$ cat config.mk
export PLATFORM = sky130hd
export DESIGN_NAME = ascii_hex_frame_encoder_crc8_flat
export DESIGN_NICKNAME = d
export VERILOG_FILES = /design/src/sv/ahfe_pkg.sv /design/src/sv/ahfe_if.sv /design/src/sv/ascii_hex_frame_encoder_crc8.sv /design/src/sv/ahfe_csr.sv /design/src/sv/ahfe_framer.sv /design/src/flat_wrapper.sv
export SDC_FILE = /design/constraint.sdc
export NUM_CORES = 1
export LEC_CHECK = 0
export ABC_AREA = 1
export BUFFER_PORTS_ARGS = -buffer_cell sky130_fd_sc_hd__buf_4
export CORE_UTILIZATION = 50
export CTS_CLUSTER_DIAMETER = 120
export DETAILED_ROUTE_END_ITERATION = 16
export GPL_TIMING_DRIVEN = 0
export PLACE_DENSITY = 0.7
export SETUP_SLACK_MARGIN = 0.05
export SKIP_CTS_REPAIR_TIMING = 1
export SYNTH_ARGS = -nofsm -noshare
export SYNTH_HDL_FRONTEND = slang
export SYNTH_HIERARCHICAL = 1
export SYNTH_SLANG_ARGS = --single-unit
$ cat constraint.sdc
create_clock -name clock -period 8.6 [get_ports clock]
set_input_delay 0.86 -clock clock [delete_from_list [all_inputs] [get_ports clock]]
set_output_delay 0.86 -clock clock [all_outputs]
set_load 0.02 [all_outputs]
$ cat src/sv/ahfe_pkg.sv
// Package for the ASCII hex frame encoder: widths, frame positions, register
// indexes, the configuration struct and the hex and CRC-8 helper functions.
// No dependencies.
`default_nettype none

package ahfe_pkg;

   localparam int BYTE_W    = 8;
   localparam int WORD_W    = 32;
   localparam int PAY_W     = 64;
   localparam int NIB_W     = 4;
   localparam int CSR_ADDR_W = 2;
   localparam int POS_W     = 5;

   localparam logic [POS_W-1:0] POS_START     = 5'd0;
   localparam logic [POS_W-1:0] POS_HEX_FIRST = 5'd1;
   localparam logic [POS_W-1:0] POS_HEX_LAST  = 5'd16;
   localparam logic [POS_W-1:0] POS_CRC_HI    = 5'd17;
   localparam logic [POS_W-1:0] POS_CRC_LO    = 5'd18;
   localparam logic [POS_W-1:0] POS_TAIL      = 5'd19;

   localparam logic [BYTE_W-1:0] CRC_POLY = 8'h07;
   localparam logic [BYTE_W-1:0] CRC_TOP  = 8'h80;

   localparam logic [BYTE_W-1:0] START_FLAG_RESET = 8'd126;
   localparam logic [BYTE_W-1:0] TAIL_FLAG_RESET  = 8'd13;
   localparam logic              HEX_UPPER_RESET  = 1'b1;

   typedef enum logic [CSR_ADDR_W-1:0] {
      CSR_START_FLAG = 2'd0,
      CSR_TAIL_FLAG  = 2'd1,
      CSR_HEX_UPPER  = 2'd2
   } csr_addr_type;

   typedef struct packed {
      logic [BYTE_W-1:0] start_flag;
      logic [BYTE_W-1:0] tail_flag;
      logic              hex_upper;
   } cfg_type;

   function automatic logic [BYTE_W-1:0] nibble_char(input logic [NIB_W-1:0] nib,
                                                     input logic upper);
      logic [BYTE_W-1:0] letter_base;
      letter_base = upper ? 8'h41 : 8'h61;
      if (nib < 4'd10) begin
         nibble_char = 8'h30 + {4'd0, nib};
      end else begin
         nibble_char = letter_base + {4'd0, nib - 4'd10};
      end
   endfunction

   function automatic logic [BYTE_W-1:0] crc8_byte(input logic [BYTE_W-1:0] crc,
                                                   input logic [BYTE_W-1:0] b);
      logic [BYTE_W-1:0] c;
      c = crc ^ b;
      for (int k = 0; k < BYTE_W; k++) begin
         if ((c & CRC_TOP) != '0) begin
            c = {c[BYTE_W-2:0], 1'b0} ^ CRC_POLY;
         end else begin
            c = {c[BYTE_W-2:0], 1'b0};
         end
      end
      crc8_byte = c;
   endfunction

endpackage

`default_nettype wire

$ cat src/sv/ahfe_if.sv
// Channel interfaces of the frame encoder: command input, frame byte output
// and register write. Depends on ahfe_pkg for field widths.
`default_nettype none

interface ahfe_req_if;
   import ahfe_pkg::*;
   logic              valid;
   logic              ready;
   logic [BYTE_W-1:0] device_type;
   logic [BYTE_W-1:0] dev_address;
   logic [BYTE_W-1:0] info_byte;
   logic [BYTE_W-1:0] command_type;
   logic [WORD_W-1:0] data_word;
   modport source (output valid, device_type, dev_address, info_byte, command_type,
                   data_word, input ready);
   modport sink   (input valid, device_type, dev_address, info_byte, command_type,
                   data_word, output ready);
endinterface

interface ahfe_rsp_if;
   import ahfe_pkg::*;
   logic              valid;
   logic              ready;
   logic [BYTE_W-1:0] frame_byte;
   logic              last_byte;
   modport source (output valid, frame_byte, last_byte, input ready);
   modport sink   (input valid, frame_byte, last_byte, output ready);
endinterface

interface ahfe_csr_if;
   import ahfe_pkg::*;
   logic                  valid;
   logic                  ready;
   logic [CSR_ADDR_W-1:0] addr;
   logic [BYTE_W-1:0]     wdata;
   modport source (output valid, addr, wdata, input ready);
   modport sink   (input valid, addr, wdata, output ready);
endinterface

`default_nettype wire

$ cat src/sv/ascii_hex_frame_encoder_crc8.sv
// Top level of the ASCII hex frame encoder with CRC-8 (polynomial 0x07).
// Depends on ahfe_pkg, the channel interfaces, ahfe_csr and ahfe_framer.
//
//   channel   direction  beat
//   req_bus   in         one command: four bytes and a 32-bit data word
//   rsp_bus   out        one frame byte, last_byte set on the tail flag
//   csr_bus   in         one register write: addr and wdata
//
// A command yields 20 bytes, one per cycle while the output is not held, so
// frames stream back to back; the byte-wide output register sets that rate.
// One command waits in a buffer while the previous frame streams; a taken
// command passes the buffer and the sequencer before the output register.
// A low rsp_bus.ready holds a waiting output byte and the byte sequencer.
// Reset clears the control state and loads the register defaults.
`default_nettype none

module ascii_hex_frame_encoder_crc8 (
   input  wire        clock,
   input  wire        reset,
   ahfe_req_if.sink   req_bus,
   ahfe_rsp_if.source rsp_bus,
   ahfe_csr_if.sink   csr_bus
);
   import ahfe_pkg::*;

   cfg_type cfg;

   ahfe_csr u_csr (
      .clock   (clock),
      .reset   (reset),
      .csr_bus (csr_bus),
      .cfg     (cfg)
   );

   ahfe_framer u_framer (
      .clock   (clock),
      .reset   (reset),
      .cfg     (cfg),
      .req_bus (req_bus),
      .rsp_bus (rsp_bus)
   );

endmodule

`default_nettype wire

$ cat src/sv/ahfe_csr.sv
// Configuration registers of the frame encoder: start flag, tail flag and
// hex letter case. Depends on ahfe_pkg and ahfe_csr_if.
`default_nettype none

module ahfe_csr (
   input  wire              clock,
   input  wire              reset,
   ahfe_csr_if.sink         csr_bus,
   output ahfe_pkg::cfg_type cfg
);
   import ahfe_pkg::*;

   cfg_type cfg_ff;
   cfg_type cfg_in;
   logic    wr;

   assign csr_bus.ready = 1'b1;
   assign wr            = csr_bus.valid;
   assign cfg           = cfg_ff;

   always_comb begin
      cfg_in = cfg_ff;
      if (wr) begin
         case (csr_addr_type'(csr_bus.addr))
            CSR_START_FLAG: cfg_in.start_flag = csr_bus.wdata;
            CSR_TAIL_FLAG:  cfg_in.tail_flag  = csr_bus.wdata;
            CSR_HEX_UPPER:  cfg_in.hex_upper  = csr_bus.wdata[0];
            default:        cfg_in = cfg_ff;
         endcase
      end
   end

   always_ff @(posedge clock) begin
      if (reset) begin
         cfg_ff.start_flag <= START_FLAG_RESET;
         cfg_ff.tail_flag  <= TAIL_FLAG_RESET;
         cfg_ff.hex_upper  <= HEX_UPPER_RESET;
      end else begin
         cfg_ff <= cfg_in;
      end
   end

endmodule

`default_nettype wire

$ cat src/sv/ahfe_framer.sv
// Command buffer, frame byte sequencer with running CRC-8 and output register.
// Depends on ahfe_pkg, ahfe_req_if and ahfe_rsp_if.
`default_nettype none

module ahfe_framer (
   input  wire               clock,
   input  wire               reset,
   input  ahfe_pkg::cfg_type cfg,
   ahfe_req_if.sink          req_bus,
   ahfe_rsp_if.source        rsp_bus
);
   import ahfe_pkg::*;

   logic              buf_valid_ff, buf_valid_in;
   logic [PAY_W-1:0]  buf_ff, buf_in;
   logic              active_ff, active_in;
   logic [PAY_W-1:0]  pay_ff, pay_in;
   logic [POS_W-1:0]  idx_ff, idx_in;
   logic [BYTE_W-1:0] crc_ff, crc_in;
   logic              out_valid_ff, out_valid_in;
   logic [BYTE_W-1:0] out_byte_ff, out_byte_in;
   logic              out_last_ff, out_last_in;

   logic              emit;
   logic              at_tail;
   logic              load;
   logic              req_take;
   logic [NIB_W-1:0]  nib_sel;
   logic [PAY_W-1:0]  pay_shift;
   logic [BYTE_W-1:0] cur_byte;

   assign emit     = active_ff && (!out_valid_ff || rsp_bus.ready);
   assign at_tail  = (idx_ff == POS_TAIL);
   assign load     = buf_valid_ff && (!active_ff || (emit && at_tail));
   assign req_bus.ready = !buf_valid_ff || load;
   assign req_take = req_bus.valid && req_bus.ready;

   assign nib_sel   = NIB_W'(idx_ff - POS_HEX_FIRST);
   assign pay_shift = pay_ff << {nib_sel, 2'b00};

   always_comb begin
      case (idx_ff)
         POS_START:  cur_byte = cfg.start_flag;
         POS_CRC_HI: cur_byte = nibble_char(crc_ff[7:4], cfg.hex_upper);
         POS_CRC_LO: cur_byte = nibble_char(crc_ff[3:0], cfg.hex_upper);
         POS_TAIL:   cur_byte = cfg.tail_flag;
         default:    cur_byte = nibble_char(pay_shift[PAY_W-1 -: NIB_W], cfg.hex_upper);
      endcase
   end

   always_comb begin
      buf_valid_in = buf_valid_ff;
      buf_in       = buf_ff;
      active_in    = active_ff;
      pay_in       = pay_ff;
      idx_in       = idx_ff;
      crc_in       = crc_ff;
      out_valid_in = out_valid_ff;
      out_byte_in  = out_byte_ff;
      out_last_in  = out_last_ff;

      if (load) begin
         buf_valid_in = 1'b0;
      end
      if (req_take) begin
         buf_valid_in = 1'b1;
         buf_in = {req_bus.device_type, req_bus.dev_address, req_bus.info_byte,
                   req_bus.command_type, req_bus.data_word};
      end

      if (emit) begin
         out_valid_in = 1'b1;
         out_byte_in  = cur_byte;
         out_last_in  = at_tail;
         idx_in       = idx_ff + 5'd1;
         if (idx_ff inside {[POS_HEX_FIRST:POS_HEX_LAST]}) begin
            crc_in = crc8_byte(crc_ff, cur_byte);
         end
         if (at_tail) begin
            active_in = 1'b0;
         end
      end else if (rsp_bus.ready) begin
         out_valid_in = 1'b0;
      end

      if (load) begin
         active_in = 1'b1;
         pay_in    = buf_ff;
         idx_in    = POS_START;
         crc_in    = '0;
      end
   end

   always_ff @(posedge clock) begin
      if (reset) begin
         buf_valid_ff <= 1'b0;
         active_ff    <= 1'b0;
         out_valid_ff <= 1'b0;
         idx_ff       <= POS_START;
         crc_ff       <= '0;
      end else begin
         buf_valid_ff <= buf_valid_in;
         active_ff    <= active_in;
         out_valid_ff <= out_valid_in;
         idx_ff       <= idx_in;
         crc_ff       <= crc_in;
      end
      buf_ff      <= buf_in;
      pay_ff      <= pay_in;
      out_byte_ff <= out_byte_in;
      out_last_ff <= out_last_in;
   end

   assign rsp_bus.valid      = out_valid_ff;
   assign rsp_bus.frame_byte = out_byte_ff;
   assign rsp_bus.last_byte  = out_last_ff;

   a_idx_range: assert property (@(posedge clock) disable iff (reset)
      active_ff |-> idx_ff <= POS_TAIL)
      else $error("frame position beyond tail");

   a_buf_starts: assert property (@(posedge clock) disable iff (reset)
      buf_valid_ff && !active_ff |=> active_ff && idx_ff == POS_START)
      else $error("buffered command did not start a frame");

   a_crc_clear: assert property (@(posedge clock) disable iff (reset)
      active_ff && idx_ff == POS_START |-> crc_ff == '0)
      else $error("CRC not cleared at frame start");

endmodule

`default_nettype wire
$ cat src/flat_wrapper.sv
// flat-port wrapper written by rule: the top's interface ports become plain ports
module ascii_hex_frame_encoder_crc8_flat import ahfe_pkg::*;
  (clock, reset, req_bus_valid, req_bus_device_type, req_bus_dev_address, req_bus_info_byte, req_bus_command_type, req_bus_data_word, req_bus_ready, rsp_bus_valid, rsp_bus_frame_byte, rsp_bus_last_byte, rsp_bus_ready, csr_bus_valid, csr_bus_addr, csr_bus_wdata, csr_bus_ready);
  ahfe_req_if req_bus_i ();
  ahfe_rsp_if rsp_bus_i ();
  ahfe_csr_if csr_bus_i ();
  input  wire clock;
  input  wire reset;
  input wire logic [$bits(req_bus_i.valid)-1:0] req_bus_valid;
  input wire logic [$bits(req_bus_i.device_type)-1:0] req_bus_device_type;
  input wire logic [$bits(req_bus_i.dev_address)-1:0] req_bus_dev_address;
  input wire logic [$bits(req_bus_i.info_byte)-1:0] req_bus_info_byte;
  input wire logic [$bits(req_bus_i.command_type)-1:0] req_bus_command_type;
  input wire logic [$bits(req_bus_i.data_word)-1:0] req_bus_data_word;
  output wire logic [$bits(req_bus_i.ready)-1:0] req_bus_ready;
  output wire logic [$bits(rsp_bus_i.valid)-1:0] rsp_bus_valid;
  output wire logic [$bits(rsp_bus_i.frame_byte)-1:0] rsp_bus_frame_byte;
  output wire logic [$bits(rsp_bus_i.last_byte)-1:0] rsp_bus_last_byte;
  input wire logic [$bits(rsp_bus_i.ready)-1:0] rsp_bus_ready;
  input wire logic [$bits(csr_bus_i.valid)-1:0] csr_bus_valid;
  input wire logic [$bits(csr_bus_i.addr)-1:0] csr_bus_addr;
  input wire logic [$bits(csr_bus_i.wdata)-1:0] csr_bus_wdata;
  output wire logic [$bits(csr_bus_i.ready)-1:0] csr_bus_ready;
  assign req_bus_i.valid = req_bus_valid;
  assign req_bus_i.device_type = req_bus_device_type;
  assign req_bus_i.dev_address = req_bus_dev_address;
  assign req_bus_i.info_byte = req_bus_info_byte;
  assign req_bus_i.command_type = req_bus_command_type;
  assign req_bus_i.data_word = req_bus_data_word;
  assign req_bus_ready = req_bus_i.ready;
  assign rsp_bus_valid = rsp_bus_i.valid;
  assign rsp_bus_frame_byte = rsp_bus_i.frame_byte;
  assign rsp_bus_last_byte = rsp_bus_i.last_byte;
  assign rsp_bus_i.ready = rsp_bus_ready;
  assign csr_bus_i.valid = csr_bus_valid;
  assign csr_bus_i.addr = csr_bus_addr;
  assign csr_bus_i.wdata = csr_bus_wdata;
  assign csr_bus_ready = csr_bus_i.ready;
  ascii_hex_frame_encoder_crc8 u_core (.clock(clock), .reset(reset), .req_bus(req_bus_i), .rsp_bus(rsp_bus_i), .csr_bus(csr_bus_i));
endmodule
== Word-level counts from Yosys, hierarchy flattened ==
Cells that the tools add are included.

* Add/subtract/negate cells: 11
* Order comparisons: 5
* Equal/unequal tests: 5
* Shift operators: 1
* Multiplexer cells: 34
* Bitwise operators: 9
* Reduce and logical (&&, ||, !) cells: 23

{| class="wikitable"
|+ Operators by type and width
! operator !! number
|-
| two-way mux 8 bit || 17
|-
| left shift 64 x 6 -> 64 bit || 1
|-
| case mux 8 bit (4 select lines) || 1
|-
| two-way mux 3 bit || 8
|-
| NOT 3 bit || 8
|-
| adder 6 x 4 -> 7 bit (first input constant) || 3
|-
| adder 8 x 4 -> 8 bit || 2
|-
| == test 5 bit (second input constant) || 3
|-
| < comparator 4 bit (second input constant) || 3
|-
| subtractor 4 bit (second input constant) || 3
|-
| AND reduction 2 bit || 5
|-
| adder 7 x 4 -> 8 bit || 1
|-
| nonzero test 2 bit || 4
|-
| bitwise XOR 8 bit || 1
|-
| two-way mux 1 bit || 7
|-
| two-way mux 6 bit || 1
|-
| adder 5 x 1 -> 5 bit (second input constant) || 1
|-
| >= comparator 5 x 1 -> 1 bit (second input constant) || 1
|-
| <= comparator 5 bit (second input constant) || 1
|-
| logical AND 1 bit || 5
|-
| zero test 5 bit || 1
|-
| subtractor 4 x 1 -> 4 bit (second input constant) || 1
|-
| zero test 1 bit || 3
|-
| logical OR 1 bit || 3
|-
| 4 further kinds || 4
|}

* Register bits: 170
* Input port bits: 79

== Depth between registers and ports, before layout ==
* Depth after elaboration: 37
* Gate-level depth with buffers: 27
* Mapped depth without buffers: 26

== Cells and area by module ==
Netlist, hierarchy kept.

{| class="wikitable"
|+ Modules (own cells, without submodules)
! module !! instances !! cells an instance !! area an instance (µm²) !! seq. area each (µm²)
|-
| ahfe_framer || 1 || 602 || 6,820.3 || 4,434.3
|-
| ahfe_csr || 1 || 96 || 696.9 || 340.3
|}

== Least setup slack after synthesis ==
Ideal clock, no wire load.

* Kind: in2reg
* Start point: input rsp_bus_ready
* End point: register u_core.u_framer.crc_ff[2]
* Setup time: 0.109 ns
* Arrival: 4.892 ns
* Data required time: 8.491 ns
* Setup slack: 3.599 ns
* Cell stages on the path: 12
* Buffers on the path: 1
* Cell sequence: inv_1 > nand2_1 > nand2_1 > inv_1 > a21oi_1 > nor2_1 > nor2_1 > inv_1 > clkbuf_1 > a21oi_1 > nand2_1 > inv_1

* Cells in the longest elaborated chain, start to end: 6
* Elaborated cells on any way between the ends: 7

{| class="wikitable"
|+ Ends and longest elaborated chain
! what !! RTL line !! source
|-
| start, declared || flat_wrapper.sv:19 || <nowiki>input wire logic [$bits(rsp_bus_i.ready)-1:0] rsp_bus_ready;</nowiki>
|-
| logical OR 1 bit (*) || ahfe_framer.sv:32 || <nowiki>assign emit = active_ff && (!out_valid_ff || rsp_bus.ready);</nowiki>
|-
| logical AND 1 bit (*) || ahfe_framer.sv:32 ||
|-
| net u_core.u_framer.emit || ahfe_framer.sv:24 || <nowiki>logic emit;</nowiki>
|-
| logical AND 1 bit || ahfe_framer.sv:34 || <nowiki>assign load = buf_valid_ff && (!active_ff || (emit && at_tail));</nowiki>
|-
| logical OR 1 bit || ahfe_framer.sv:34 ||
|-
| logical AND 1 bit || ahfe_framer.sv:34 ||
|-
| OR reduction 2 bit (no line) || -- ||
|-
| end signal, assigned || ahfe_framer.sv:106 || <nowiki>crc_ff <= crc_in;</nowiki>
|-
| end, declared || ahfe_framer.sv:19 || <nowiki>logic [BYTE_W-1:0] crc_ff, crc_in;</nowiki>
|}

Mark *: on every way through the listed nets, which the timed path passes. The rest lies on a longest branch.
A chain may end at the register's enable or synchronous reset.

== Final worst setup path ==
* Start point: register u_core.u_framer.idx_ff[0]
* End point: register u_core.u_framer.crc_ff[2]

* Cells in the longest elaborated chain, start to end: 26
* Elaborated cells on any way between the ends: 44

{| class="wikitable"
|+ Ends and longest elaborated chain
! what !! RTL line !! source
|-
| start, declared || ahfe_framer.sv:18 || <nowiki>logic [POS_W-1:0] idx_ff, idx_in;</nowiki>
|-
| start signal, assigned || ahfe_framer.sv:105 || <nowiki>idx_ff <= idx_in;</nowiki>
|-
| subtractor 4 x 1 -> 4 bit (*) || ahfe_framer.sv:38 || <nowiki>assign nib_sel = NIB_W'(idx_ff - POS_HEX_FIRST);</nowiki>
|-
| net u_core.u_framer.nib_sel[0] || ahfe_framer.sv:28 || <nowiki>logic [NIB_W-1:0] nib_sel;</nowiki>
|-
| left shift 64 x 6 -> 64 bit (*) || ahfe_framer.sv:39 || <nowiki>assign pay_shift = pay_ff << {nib_sel, 2'b00};</nowiki>
|-
| subtractor 4 bit || ahfe_pkg.sv:48 || <nowiki>nibble_char = letter_base + {4'd0, nib - 4'd10};</nowiki>
|-
| adder 7 x 4 -> 8 bit || ahfe_pkg.sv:48 ||
|-
| two-way mux 8 bit (*) || ahfe_pkg.sv:45 || <nowiki>if (nib < 4'd10) begin</nowiki>
|-
| case mux 8 bit (4 select lines) (*) || ahfe_framer.sv:42 || <nowiki>case (idx_ff)</nowiki>
|-
| bitwise XOR 8 bit (*) || ahfe_pkg.sv:55 || <nowiki>c = crc ^ b;</nowiki>
|-
| (+11 left out) || -- ||
|-
| two-way mux 8 bit (*) || ahfe_framer.sv:76 || <nowiki>if (idx_ff inside {[POS_HEX_FIRST:POS_HEX_LAST]}) begin</nowiki>
|-
| two-way mux 8 bit (*) || ahfe_framer.sv:71 || <nowiki>if (emit) begin</nowiki>
|-
| NOT 3 bit (no line) or two-way mux 8 bit (tied branches) || -- ||
|-
| two-way mux 3 bit or two-way mux 8 bit (tied branches) || ahfe_pkg.sv:57, ahfe_framer.sv:76 ||
|-
| two-way mux 8 bit (*) || ahfe_framer.sv:76 ||
|-
| two-way mux 8 bit (*) || ahfe_framer.sv:71 ||
|-
| NOT 3 bit (no line) or two-way mux 8 bit (tied branches) || -- ||
|-
| two-way mux 3 bit (*) || ahfe_pkg.sv:57 || <nowiki>if ((c & CRC_TOP) != '0) begin</nowiki>
|}

Mark *: on every way through the listed nets, which the timed path passes. The rest lies on a longest branch. The select of a mux whose other input is x is not followed.

==> out/metrics.cfg <==
[sta]
finalWorstSetupSlack_ns=4.98
setup_viol=0
slew_headroom_pct=32.2
setup_tns_ns=0
clock.fmax_mhz=277
fin_crit_sh_pct=42.0
rsz0062_at_grt=false
hold_viol=0
holdWs_ns=0.419
worst_pin_slew_ns=1.01
finClkSkew_ns=0.00628
drv_slew=0
final.min_clock_period_ns=3.62

[grt]
grt_pass1_vias=5182
grt_pass1_wl_mm=24.6
grt_overflow=0
grt_max_degree=38
antenna_found_initial=0
grt.total_usage_pct=20.3

[clock_tree]
path_clk_slew_ns=0.06
clock-sinks=170
clockBufferDepth=2
numCtsBuffers=17
clock_tree.root_cell=clkbuf_16
insertion_delay_ns=0.42
htree_levels=4
cts_tree=yes

[drt]
drcViolationCount=0
wirelength_mm=14.6
antenna_left=0
routed_via_density=5.14
vias=5156
drt_first_pass_iters=5
drt_iter0_markers=419
routedWlPerCell_um=14.6

[setup_path]
worstSetupEndpointType=flop
rrSetupSlack_ns=4.98
r2r_start=u_core/u_framer/idx_ff[0]
crit_arrival_ns=3.94
slowest_stage=dfxtp_1
start_kind=flop
critical_path.max_stage_delay_ns=0.47
worstReg2RegEnd=u_core/u_framer/crc_ff[2]
required_ns=8.92
r2r_cells=27
path_buf_inv=8
cp_common_cell=nand2_1
worstSetupPathType=flop to flop
critPathMaxFanout=11
crit_family=simple AND/OR/NAND/NOR gates

[power]
ir_drop_mv=0.194
power_mw=2.04
p_leak_nw=3.80
powerDensity_mw_per_mm2=224

[finish]
final_core_util_pct=62.5
multiInputGateArea_mm2=0.00232
area_growth_pct=21.3
n_antenna_cell=0
design_area_mm2=0.00912
nets=899
nFillCells=1140
final_cells=1004
final-seq-area_mm2=0.00477
drive_gt1_share_pct=23.8

[logic_synthesis]
synth_edf_count=137
synth-adder-area-share_pct=2.00
synthArstFlopShare_pct=0
syn_area_mm2=0.00752
synthXorXnorAreaFrac_pct=1.40
yosysSeqAreaShare_pct=63.5
synth_compound_area_share_pct=4.86
synth_seq_cells=170
synthSimpleGateAreaFrac_pct=22.5
synth_warnings=6
synthFlopType=edfxtp_1
ys_types=47
postSynthCellCount=698
synth_mux_area_share_pct=0
synth_top_family_by_area=simple AND/OR/NAND/NOR gates
syn_nets=789
synth_area_per_cell_um2=10.8

[placement]
placed_cell_area_mm2=0.00848
hpwl_mm=10.6
pre_cts_ws_ns=5.07
numPortBuffers=88
place_congestion=0.891
dpl.cell_count=973

[die]
core_area_mm2=0.0146
fp.dieArea_mm2=0.0155
die_y_um=125
pin_count=91
die_w_um=125
start_util_pct=51.5
num_rows=44

[flow_run]
cap_violations=0

[min_path]
hold_depth=0
min-delay-start=u_core/u_framer/buf_ff[49]
hold_class=flop to flop
whs_endpoint=u_core/u_framer/pay_ff[49]

[run_status]
status=complete, no violations

[flip-flops by register name, indices dropped and copies added, names as in the netlist]
register                            count
u_core/u_framer/idx_ff                  5
u_core/u_framer/pay_ff                 64
u_core/u_framer/crc_ff                  8
u_core/u_framer/buf_ff                 64
u_core/u_framer/active_ff               1
u_core/u_framer/rsp_bus.frame_byte      8
u_core/u_framer/rsp_bus.valid           1
u_core/u_csr/cfg                       17
u_core/u_framer/rsp_bus.last_byte       1
u_core/u_framer/buf_valid_ff            1
[cell families (layout without fill, tap and decap cells)]
| kind of cell | count (synthesis) | after routing |
|---|---|---|
| AOI/OAI and AO/OA | 60 | 60 |
| adders and majority gates | 12 | 12 |
| buffers and inverters | 97 | 219 |
| other | 1 | 1 |
| DFF | 170 | 170 |
| and+or+nand+nor | 349 | 349 |
| xor gates and xnor gates | 9 | 9 |
[placed cells by master (no fill, tap or decap), types with 4 or more instances in the layout]
cell       instances
o211ai_1           4
nor2_1            55
inv_6              4
nand2_2           12
o21ai_0           16
buf_2              7
dfxtp_1           33
bufinv_16          4
o21ai_1            8
nand4_1            7
a21oi_1           21
nand2_1          167
inv_2             11
ha_1              12
edfxtp_1         137
inv_1             65
nand3_2           10
buf_4             92
xor2_1             6
nand3_1           76
nand2_4            9
clkbuf_16         17
[how the worst max path moves through the flow]
stage | cells past startpoint | startpoint | endpoint | slack, ns
6_report | 27 | u_core/u_framer/idx_ff[0] | u_core/u_framer/crc_ff[2] | 4.98
2_1_floorplan | 12 | rsp_bus_ready | u_core/u_framer/crc_ff[2] | 3.60
5_1_grt | 27 | u_core/u_framer/idx_ff[0] | u_core/u_framer/crc_ff[2] | 4.66
3_5_place_dp | 27 | u_core/u_framer/idx_ff[0] | u_core/u_framer/crc_ff[2] | 5.07
4_1_cts | 27 | u_core/u_framer/idx_ff[0] | u_core/u_framer/crc_ff[2] | 5.01
3_3_place_gp | 13 | rsp_bus_ready | u_core/u_framer/crc_ff[1] | 1.90
[cell usage after synthesis, types with 3 or more instances]
master      n  area [µm²]
dfxtp_1    33         661
ha_1       12         150
buf_2       7        35.0
nand2_4     9         101
nand3_2    10         100
buf_4       4        30.0
nor2_1     56         210
edfxtp_1  137        4110
nand3_1    76         380
inv_1      66         248
inv_2      10        37.5
nand4_1     7        43.8
nand2_1   167         627
o21ai_0    16        80.1
o21ai_1     8        40.0
nand2_2    12        75.1
a21oi_1    21         105
xor2_1      6        52.6
o211ai_1    4        30.0
buf_6       3        33.8
[where the power goes]
part / leakage (nW) / switching [mW] / internal, mW
registers: 1.57 / 0.0155 / 0.942
logic: 1.93 / 0.167 / 0.103
clock network: 0.308 / 0.322 / 0.493
[metal layers]
metal / GRT usage (%) / vias to the layer above / routed length [µm]
li1: - / 2573 / -
met1: 24.0 / 2412 / 6170
met2: 34.9 / 139 / 7470
met3: 4.68 / 32 / 572
met4: 9.36 / 0 / 413
met5: 0 / - / 0
[cell type report]
type | count | share of cell area (%)
tap | 184 | 2.53
buffer | 17 | 1.33
clock inverter | 14 | 2.29
sequential | 170 | 52.4
multi-input combinational | 431 | 25.5
clock buffer | 17 | 4.67
timing repair buffer | 91 | 7.99
inverter | 80 | 3.38
(Power assumes the default switching activity.)
